### config.mk
export PLATFORM = sky130hd
export DESIGN_NAME = sha256_byte_stream_hasher
export DESIGN_NICKNAME = d
export VERILOG_FILES = /design/src/hdl/sha256_pkg.sv /design/src/hdl/sha256_datapath.sv /design/src/hdl/sha256_control.sv /design/src/hdl/sha256_byte_stream_hasher.sv
export SDC_FILE = /design/constraint.sdc
export NUM_CORES = 2
export LEC_CHECK = 0
export BUFFER_PORTS_ARGS = -buffer_cell sky130_fd_sc_hd__clkbuf_2
export CAP_MARGIN = 5
export CORE_ASPECT_RATIO = 1.2
export CORE_MARGIN = 2
export CORE_UTILIZATION = 40
export CTS_CLUSTER_DIAMETER = 40
export DETAILED_ROUTE_END_ITERATION = 8
export GPL_TIMING_DRIVEN = 0
export PLACE_DENSITY = 0.54
export SETUP_SLACK_MARGIN = 0.5
export SLEW_MARGIN = 20
export SYNTH_ARGS = -nofsm -noshare
export SYNTH_HDL_FRONTEND = slang
export SYNTH_SLANG_ARGS = --single-unit
### constraint.sdc
create_clock -name clock -period 59.8 [get_ports clock]
set_clock_uncertainty 0.1 [all_clocks]
set_input_delay 14.95 -clock clock [delete_from_list [all_inputs] [get_ports clock]]
set_output_delay 14.95 -clock clock [all_outputs]
set_load 0.1 [all_outputs]
### src/hdl/sha256_pkg.sv
// ----------------------------------------------------------------------------
// SHA-256 hasher package
// Shared constants, round constant table and controller command types.
// ----------------------------------------------------------------------------
package sha256_pkg;

   localparam int unsigned BLOCK_BYTES = 64;
   localparam int unsigned ROUNDS      = 64;

   localparam logic ACTION_ABSORB = 1'b0;
   localparam logic ACTION_FINISH = 1'b1;

   localparam logic [7:0] PAD_MARK = 8'h80;

   typedef logic [31:0] word_type;

   // Byte source for the datapath write into the block buffer
   typedef enum logic [1:0] {
      SRC_DATA = 2'd0,
      SRC_PAD  = 2'd1,
      SRC_ZERO = 2'd2,
      SRC_LEN  = 2'd3
   } byte_src_type;

   // Commands from controller to datapath
   typedef struct packed {
      logic         push;       // write one byte into the buffer
      byte_src_type src;
      logic [2:0]   len_sel;    // length byte, 0 = most significant
      logic         add_len;    // add 8 to the bit length
      logic         load_work;  // copy chain into working words, load schedule
      logic         round;      // run one round
      logic         feed;       // add working words into the chain
      logic         restart;    // reload initial hash, clear length and fill
      logic         snap_len;   // latch the length for padding
   } ctrl_cmd_type;

   // Status from datapath to controller
   typedef struct packed {
      logic [5:0] fill;
      logic       round_last;
   } ctrl_stat_type;

   function automatic word_type initial_hash(input logic [2:0] idx);
      word_type h;
      unique case (idx)
         3'd0: h = 32'h6A09E667;
         3'd1: h = 32'hBB67AE85;
         3'd2: h = 32'h3C6EF372;
         3'd3: h = 32'hA54FF53A;
         3'd4: h = 32'h510E527F;
         3'd5: h = 32'h9B05688C;
         3'd6: h = 32'h1F83D9AB;
         3'd7: h = 32'h5BE0CD19;
         default: h = 32'h0;
      endcase
      return h;
   endfunction

   function automatic word_type round_k(input logic [5:0] t);
      word_type k;
      unique case (t)
         6'd0: k = 32'h428a2f98; 6'd1: k = 32'h71374491; 6'd2: k = 32'hb5c0fbcf;
         6'd3: k = 32'he9b5dba5; 6'd4: k = 32'h3956c25b; 6'd5: k = 32'h59f111f1;
         6'd6: k = 32'h923f82a4; 6'd7: k = 32'hab1c5ed5; 6'd8: k = 32'hd807aa98;
         6'd9: k = 32'h12835b01; 6'd10: k = 32'h243185be; 6'd11: k = 32'h550c7dc3;
         6'd12: k = 32'h72be5d74; 6'd13: k = 32'h80deb1fe; 6'd14: k = 32'h9bdc06a7;
         6'd15: k = 32'hc19bf174; 6'd16: k = 32'he49b69c1; 6'd17: k = 32'hefbe4786;
         6'd18: k = 32'h0fc19dc6; 6'd19: k = 32'h240ca1cc; 6'd20: k = 32'h2de92c6f;
         6'd21: k = 32'h4a7484aa; 6'd22: k = 32'h5cb0a9dc; 6'd23: k = 32'h76f988da;
         6'd24: k = 32'h983e5152; 6'd25: k = 32'ha831c66d; 6'd26: k = 32'hb00327c8;
         6'd27: k = 32'hbf597fc7; 6'd28: k = 32'hc6e00bf3; 6'd29: k = 32'hd5a79147;
         6'd30: k = 32'h06ca6351; 6'd31: k = 32'h14292967; 6'd32: k = 32'h27b70a85;
         6'd33: k = 32'h2e1b2138; 6'd34: k = 32'h4d2c6dfc; 6'd35: k = 32'h53380d13;
         6'd36: k = 32'h650a7354; 6'd37: k = 32'h766a0abb; 6'd38: k = 32'h81c2c92e;
         6'd39: k = 32'h92722c85; 6'd40: k = 32'ha2bfe8a1; 6'd41: k = 32'ha81a664b;
         6'd42: k = 32'hc24b8b70; 6'd43: k = 32'hc76c51a3; 6'd44: k = 32'hd192e819;
         6'd45: k = 32'hd6990624; 6'd46: k = 32'hf40e3585; 6'd47: k = 32'h106aa070;
         6'd48: k = 32'h19a4c116; 6'd49: k = 32'h1e376c08; 6'd50: k = 32'h2748774c;
         6'd51: k = 32'h34b0bcb5; 6'd52: k = 32'h391c0cb3; 6'd53: k = 32'h4ed8aa4a;
         6'd54: k = 32'h5b9cca4f; 6'd55: k = 32'h682e6ff3; 6'd56: k = 32'h748f82ee;
         6'd57: k = 32'h78a5636f; 6'd58: k = 32'h84c87814; 6'd59: k = 32'h8cc70208;
         6'd60: k = 32'h90befffa; 6'd61: k = 32'ha4506ceb; 6'd62: k = 32'hbef9a3f7;
         6'd63: k = 32'hc67178f2;
         default: k = 32'h0;
      endcase
      return k;
   endfunction

endpackage

### src/hdl/sha256_datapath.sv
// ----------------------------------------------------------------------------
// SHA-256 datapath
// Block buffer, schedule window, working words, chain words and bit length.
// ----------------------------------------------------------------------------
module sha256_datapath (
   input  logic                     clock,
   input  logic                     reset,
   input  sha256_pkg::ctrl_cmd_type cmd,
   input  logic [7:0]               data_byte,
   input  logic [2:0]               out_sel,
   output sha256_pkg::ctrl_stat_type stat,
   output sha256_pkg::word_type     out_word
);
   import sha256_pkg::*;

   logic [7:0]  buf_ff [BLOCK_BYTES];
   word_type    w_ff [16];
   word_type    v_ff [8];
   word_type    h_ff [8];
   logic [5:0]  fill_ff, fill_in;
   logic [5:0]  t_ff, t_in;
   logic [63:0] len_ff, len_in;
   logic [63:0] snap_ff;
   logic [7:0]  wbyte;

   function automatic word_type rotr(input word_type x, input int n);
      return (x >> n) | (x << (32 - n));
   endfunction

   // Select the byte written into the buffer
   always_comb begin
      unique case (cmd.src)
         SRC_DATA: wbyte = data_byte;
         SRC_PAD:  wbyte = PAD_MARK;
         SRC_ZERO: wbyte = 8'h00;
         SRC_LEN:  wbyte = snap_ff[(7 - cmd.len_sel) * 8 +: 8];
         default:  wbyte = 8'h00;
      endcase
   end

   assign fill_in = cmd.push ? fill_ff + 6'd1 : fill_ff;
   assign t_in    = cmd.load_work ? 6'd0 : (cmd.round ? t_ff + 6'd1 : t_ff);
   assign len_in  = cmd.restart ? 64'd0 : (cmd.add_len ? len_ff + 64'd8 : len_ff);

   // Hold control counters
   always_ff @(posedge clock) begin
      if (reset) begin
         fill_ff <= '0;
         t_ff    <= '0;
         len_ff  <= '0;
      end else begin
         fill_ff <= cmd.restart ? 6'd0 : fill_in;
         t_ff    <= t_in;
         len_ff  <= len_in;
      end
   end

   // Latch length and shift bytes into the buffer, oldest byte at entry 0
   always_ff @(posedge clock) begin
      if (cmd.snap_len) snap_ff <= len_ff;
      if (cmd.push) begin
         for (int i = 0; i < BLOCK_BYTES - 1; i++) buf_ff[i] <= buf_ff[i+1];
         buf_ff[BLOCK_BYTES-1] <= wbyte;
      end
   end

   // Round logic
   word_type s0, s1, ch, mj, t1, t2, wt, g0, g1, wnew;
   always_comb begin
      g1   = rotr(w_ff[14], 17) ^ rotr(w_ff[14], 19) ^ (w_ff[14] >> 10);
      g0   = rotr(w_ff[1], 7) ^ rotr(w_ff[1], 18) ^ (w_ff[1] >> 3);
      wnew = g1 + w_ff[9] + g0 + w_ff[0];
      wt   = w_ff[0];
      s1 = rotr(v_ff[4], 6) ^ rotr(v_ff[4], 11) ^ rotr(v_ff[4], 25);
      ch = v_ff[6] ^ (v_ff[4] & (v_ff[5] ^ v_ff[6]));
      t1 = v_ff[7] + s1 + ch + round_k(t_ff) + wt;
      s0 = rotr(v_ff[0], 2) ^ rotr(v_ff[0], 13) ^ rotr(v_ff[0], 22);
      mj = (v_ff[0] & v_ff[1]) | ((v_ff[0] | v_ff[1]) & v_ff[2]);
      t2 = s0 + mj;
   end

   // Advance schedule window and working words
   always_ff @(posedge clock) begin
      if (cmd.load_work) begin
         for (int i = 0; i < 16; i++)
            w_ff[i] <= {buf_ff[4*i], buf_ff[4*i+1], buf_ff[4*i+2], buf_ff[4*i+3]};
         for (int i = 0; i < 8; i++) v_ff[i] <= h_ff[i];
      end else if (cmd.round) begin
         for (int i = 0; i < 15; i++) w_ff[i] <= w_ff[i+1];
         w_ff[15] <= wnew;
         v_ff[7] <= v_ff[6]; v_ff[6] <= v_ff[5]; v_ff[5] <= v_ff[4];
         v_ff[4] <= v_ff[3] + t1;
         v_ff[3] <= v_ff[2]; v_ff[2] <= v_ff[1]; v_ff[1] <= v_ff[0];
         v_ff[0] <= t1 + t2;
      end
   end

   // Chain words
   always_ff @(posedge clock) begin
      for (int i = 0; i < 8; i++) begin
         if (reset || cmd.restart) h_ff[i] <= initial_hash(3'(i));
         else if (cmd.feed)        h_ff[i] <= h_ff[i] + v_ff[i];
      end
   end

   assign stat.fill       = fill_ff;
   assign stat.round_last = (t_ff == 6'(ROUNDS - 1));
   assign out_word        = h_ff[out_sel];

endmodule

### src/hdl/sha256_control.sv
// ----------------------------------------------------------------------------
// SHA-256 controller
// Sequences byte absorb, padding, compression and digest output.
// ----------------------------------------------------------------------------
module sha256_control (
   input  logic                      clock,
   input  logic                      reset,
   input  logic                      in_valid,
   output logic                      in_ready,
   input  logic                      in_action,
   output logic                      out_valid,
   input  logic                      out_ready,
   output logic [2:0]                out_sel,
   input  sha256_pkg::ctrl_stat_type stat,
   output sha256_pkg::ctrl_cmd_type  cmd
);
   import sha256_pkg::*;

   typedef enum logic [6:0] {
      ST_IDLE  = 7'b0000001,
      ST_PAD   = 7'b0000010,
      ST_LEN   = 7'b0000100,
      ST_LOAD  = 7'b0001000,
      ST_ROUND = 7'b0010000,
      ST_FEED  = 7'b0100000,
      ST_OUT   = 7'b1000000
   } state_type;

   state_type  state_ff, state_in;
   logic       fin_ff, fin_in;    // padding in progress
   logic [2:0] cnt_ff, cnt_in;    // length byte or output word index
   logic       done_ff, done_in;  // length bytes written, digest follows
   logic       take;

   assign in_ready  = (state_ff == ST_IDLE);
   assign take      = in_valid && in_ready;
   assign out_valid = (state_ff == ST_OUT);
   assign out_sel   = cnt_ff;

   always_comb begin
      state_in = state_ff;
      fin_in   = fin_ff;
      cnt_in   = cnt_ff;
      cmd      = '0;
      cmd.src  = SRC_DATA;
      cmd.len_sel = cnt_ff;
      unique case (state_ff)
         ST_IDLE: begin
            if (take) begin
               cmd.push = 1'b1;
               if (in_action == ACTION_FINISH) begin
                  cmd.src = SRC_PAD;
                  cmd.snap_len = 1'b1;
                  fin_in = 1'b1;
               end else begin
                  cmd.add_len = 1'b1;
               end
               if (stat.fill == 6'd63) state_in = ST_LOAD;
               else if (in_action == ACTION_FINISH)
                  state_in = (stat.fill == 6'd55) ? ST_LEN : ST_PAD;
               cnt_in = 3'd0;
            end
         end
         ST_PAD: begin
            cmd.push = 1'b1;
            cmd.src  = SRC_ZERO;
            if (stat.fill == 6'd63) state_in = ST_LOAD;
            else if (stat.fill == 6'd55) state_in = ST_LEN;
         end
         ST_LEN: begin
            cmd.push = 1'b1;
            cmd.src  = SRC_LEN;
            cnt_in   = cnt_ff + 3'd1;
            if (cnt_ff == 3'd7) begin
               state_in = ST_LOAD;
               fin_in   = 1'b0;
            end
         end
         ST_LOAD: begin
            cmd.load_work = 1'b1;
            state_in = ST_ROUND;
         end
         ST_ROUND: begin
            cmd.round = 1'b1;
            if (stat.round_last) state_in = ST_FEED;
         end
         ST_FEED: begin
            cmd.feed = 1'b1;
            if (fin_ff) state_in = (stat.fill == 6'd56) ? ST_LEN : ST_PAD;
            else if (cnt_ff == 3'd0 && done_ff) state_in = ST_OUT;
            else state_in = ST_IDLE;
         end
         ST_OUT: begin
            if (out_ready) begin
               cnt_in = cnt_ff + 3'd1;
               if (cnt_ff == 3'd7) begin
                  cmd.restart = 1'b1;
                  state_in = ST_IDLE;
               end
            end
         end
         default: state_in = ST_IDLE;
      endcase
   end

   // Length bytes done marks a finished message
   assign done_in = (state_ff == ST_LEN && cnt_ff == 3'd7) ? 1'b1 :
                    (state_ff == ST_OUT) ? 1'b0 : done_ff;

   always_ff @(posedge clock) begin
      if (reset) begin
         state_ff <= ST_IDLE;
         fin_ff   <= 1'b0;
         cnt_ff   <= '0;
         done_ff  <= 1'b0;
      end else begin
         state_ff <= state_in;
         fin_ff   <= fin_in;
         cnt_ff   <= cnt_in;
         done_ff  <= done_in;
      end
   end

endmodule

### src/hdl/sha256_byte_stream_hasher.sv
// ----------------------------------------------------------------------------
// SHA-256 byte stream hasher
// Top level: one byte per transaction in, eight digest words out on finish.
// ----------------------------------------------------------------------------
// An absorb transaction writes one byte into the block buffer; every 64th byte
// also starts a compression (a load step, then one round per cycle through the
// single round unit, then a feed step), and no byte is taken until it is done.
// A finish transaction pads byte by byte (pad and length bytes, one or two
// compressions) and then offers the eight digest words, one per cycle while
// rsp_tready is high. No new transaction is taken until the digest is out.
// ----------------------------------------------------------------------------
module sha256_byte_stream_hasher (
   input  logic        clock,
   input  logic        reset,
   input  logic        req_tvalid,
   output logic        req_tready,
   input  logic [7:0]  req_tdata,   // [7:0] data_byte
   input  logic        req_tuser,   // action
   output logic        rsp_tvalid,
   input  logic        rsp_tready,
   output logic [39:0] rsp_tdata,   // [31:0] digest_word, [34:32] word_index, zero fill
   output logic        rsp_tlast    // last_word
);
   import sha256_pkg::*;

   ctrl_cmd_type  cmd;
   ctrl_stat_type stat;
   logic [2:0]    sel;
   word_type      word;

   sha256_control u_ctrl (
      .clock(clock), .reset(reset),
      .in_valid(req_tvalid), .in_ready(req_tready), .in_action(req_tuser),
      .out_valid(rsp_tvalid), .out_ready(rsp_tready), .out_sel(sel),
      .stat(stat), .cmd(cmd)
   );

   sha256_datapath u_dp (
      .clock(clock), .reset(reset), .cmd(cmd), .data_byte(req_tdata),
      .out_sel(sel), .stat(stat), .out_word(word)
   );

   assign rsp_tdata = {5'd0, sel, word};
   assign rsp_tlast = (sel == 3'd7);

endmodule

==> impl_metrics.env <==
export IMPL_status="completed"
export IMPL_wl_per_cell_um=26.6
export IMPL_cp_capture_type="output port"
export IMPL_cts_resized=0
export IMPL_grt_total_usage_pct=27.2
export IMPL_clock_fmax_mhz=52.8
export IMPL_grt_start_max_net_pins=56
export IMPL_finalSetupTns_ps=0
export IMPL_grt_first_pass_wirelength_mm=471
export IMPL_cp_cell_sequence="clkbuf_2 -> buf_16 -> buf_1 -> mux4_2 -> mux2_2 -> clkbuf_2"
export IMPL_floorplan_rows=194
export IMPL_critPathMaxStageDelay_ps=730
export IMPL_seq_area_frac_synth_pct=53.9
export IMPL_critPathKind="reg2out"
export IMPL_finalWirelength_mm=329
export IMPL_critical_path_top_cell_by_count="clkbuf_2"
export IMPL_layout_core_utilization_pct=46.3
export IMPL_postSynth_asyncResetShare_pct=0
export IMPL_dp_hpwl_mm=252
export IMPL_tritoncts_num_sinks=1717
export IMPL_nFillCells=21560
export IMPL_synth_flop_cell="edfxtp_1"
export IMPL_worstPathBufferInverterCount=4
export IMPL_firstDrtPassIters=6
export IMPL_grt_antenna_before_repair=14
export IMPL_dr_first_iter_drc_count=7205
export IMPL_timing_worst_slew_pin_value_ps=1180
export IMPL_placement_io_buffers=49
export IMPL_unrepaired_setup_endpoints_after_global_routing="false"
export IMPL_postCtsHoldBufs=0
export IMPL_layout_area_seq_um2=50400
export IMPL_worst_ep_required_time_ps=44750
export IMPL_synthDominantCellAreaShare_pct=51.3
export IMPL_ys_warnings=0
export IMPL_worst_endpoint_arrival_ps=3900
export IMPL_worst_path_max_delay_cell="mux4_2"
export IMPL_global_placer_s_final_weighted_congestion=1.01
export IMPL_worstPathMaxFanout=10
export IMPL_final_net_count=9724
export IMPL_layout_cells_most_common_list="2,407 x nand2_1, 1,597 x edfxtp_1, 453 x inv_1"
export IMPL_clk_latency_ps=840
export IMPL_layout_worst_path_cycle_share_pct=31.7
export IMPL_ant_nets=0
export IMPL_grt_pass1_vias=68137
export IMPL_post_route_cells_drive_above_1_share_pct=8.32
export IMPL_cts_buffers_inserted=273
export IMPL_floorplan_initialDensity_pct=40.2
export IMPL_cts_htree_levels=5
export IMPL_vias_per_cell=5.52
export IMPL_placeableCoreArea_um2=233000
export IMPL_final_common_cell="nand2_1"
export IMPL_top_level_ports=56
export IMPL_report_final_setup_viol=0
export IMPL_multi_input_gate_area_um2=39900
export IMPL_worst_path_dominant_cell_family="buffers and inverters"
export IMPL_p_leak_uw=0.0430
export IMPL_instances_no_fill=12364
export IMPL_remaining_drc_errors=0
export IMPL_ys_types=92
export IMPL_synth_cell_area_um2=93500
export IMPL_dpl_cell_count=11883
export IMPL_tritoncts="done"
export IMPL_post_synthesis_average_cell_area_um2=10.7
export IMPL_min_path_type="reg2reg"
export IMPL_cts_clk_slew_worst_paths_ps=60
export IMPL_postSynthCellCount=8747
export IMPL_report_final_hold_viol_count=0
export IMPL_longest_clk_path_bufs=4
export IMPL_routed_via_count=68233
export IMPL_cts_repair_timing_setup_buffer_count=0
export IMPL_ys_seq_elements=1717
export IMPL_clock_root_buffer="clkbuf_16"
export IMPL_ir_drop_v=0.0000257
export IMPL_synthDominantAreaCellType="edfxtp_1"
export IMPL_final_period_minus_worst_setup_slack_ps=18950
export IMPL_fp_dieW_um=445
export IMPL_design_die_area_um2=238000
export IMPL_vertical_die_dimension_um=533
export IMPL_critPathLaunchType="flip-flop"
export IMPL_synthTopCellsByArea="edfxtp_1 51%, nand2_1 9.7%, ha_1 5.3%"
export IMPL_timing_max_slew_rel_slack_pct=19.6
export IMPL_globalRoute_totalOverflow=0
export IMPL_syn_to_final_growth_pct=15.1
export IMPL_power_density_nw_per_um2=32.0
export IMPL_max_cap_violations=0
export IMPL_final_max_slew_violation_count=0
export IMPL_synth_edff_count=1597
[flip-flops by register name (all words and copies together), names as in the netlist, 3 cells and up, named ones only]
| signal | count |
|---|---|
| u_dp.buf_ff | 512 |
| u_dp.v_ff | 256 |
| u_dp.len_ff | 61 |
| u_dp.h_ff | 256 |
| u_ctrl.state_ff | 7 |
| u_dp.fill_ff | 6 |
| u_dp.snap_ff | 61 |
| u_ctrl.out_sel | 3 |
| u_dp.t_ff | 6 |
| u_dp.w_ff | 512 |
[power breakdown]
part	internal (uW)	switching (uW)
clock network	966	592
logic	81.4	185
registers	1540	80.7
[worst reg2reg max path, delay by kind of cell (launching register included)]
family / cells / cell delay [ps]
buf+inv: 3 / 620
simple gates: 3 / 860
fa+ha+maj: 7 / 2970
compound gates: 15 / 4040
xor+xnor: 3 / 820
flops: 1 / 370
[worst paths after layout]
check / start / endpoint / slack [ps] / depth (start not counted)
setup reg to reg: u_dp.w_ff[0][1]$_DFFE_PP_ / u_dp.v_ff[0][31]$_DFFE_PP_ / 49720 / 31
hold reg to reg: u_dp.buf_ff[25][7]$_DFFE_PP_ / u_dp.buf_ff[24][7]$_DFFE_PP_ / 340 / 0
setup / recovery: flip-flop / rsp_tdata[20] / 40850 / 6
hold / removal: u_dp.buf_ff[25][7]$_DFFE_PP_ / u_dp.buf_ff[24][7]$_DFFE_PP_ / 340 / 0
[cell usage after synthesis, types with 23 or more instances]
master    instances
a21oi_1         384
o21bai_1         55
nor2_1          432
a21o_1          204
o21a_1           43
ha_1            395
clkbuf_1        333
xnor2_1         359
fa_1            195
mux4_2           77
a211oi_1         49
and2_1           23
or3_1            45
nor3_1           88
o211ai_1         33
mux2_2           62
a31oi_1          47
xor2_1          264
o31ai_1          30
o21ai_0         396
nand2b_1         57
nand3_1         104
buf_2            24
dfxtp_1         120
o22ai_1          24
edfxtp_1       1597
inv_1           453
and3_1           51
nand2_1        2409
nand4_1          36
nor2b_1          53
[layer usage]
layer  part of all wire [%]  track usage [%]  vias to the layer above
li1                       -                -                    31283
met1                     42             36.2                    33600
met2                     46             43.4                     2649
met3                    6.2             3.53                      697
met4                    6.1             14.6                        4
met5                 0.0091                0                        -
[per-stage QoR]
step	hold slack [ps]	setup slack [ps]	cell area, um^2	power, uW
after floorplan	326	27890	93500	1890
after global placement	327	19300	97500	2050
after detailed placement	332	40220	98700	1910
after CTS	338	40760	108000	3470
after global routing	342	40680	108000	3560
final	337	40850	108000	3440
[cell families after synthesis]
| family | share of synthesized area (%) |
|---|---|
| other cells | 0.00401 |
| fa+ha+maj | 9.51 |
| mux | 2.81 |
| xor+xnor | 5.89 |
| compound gates | 9.49 |
| flops | 53.9 |
| simple gates | 14.9 |
| buf+inv | 3.49 |
[final cells by class]
class,instances,share of cell area [%]
Buffer,389,1.47
Antenna cell,4,0.00930
Multi-Input combinational cell,6187,37.1
Clock buffer,307,6.64
Timing Repair Buffer,95,1.30
Clock inverter,169,1.57
Tap cell,3038,3.53
Inverter,458,1.60
Sequential cell,1717,46.8
Note: power is estimated with default switching activity, not from simulation.
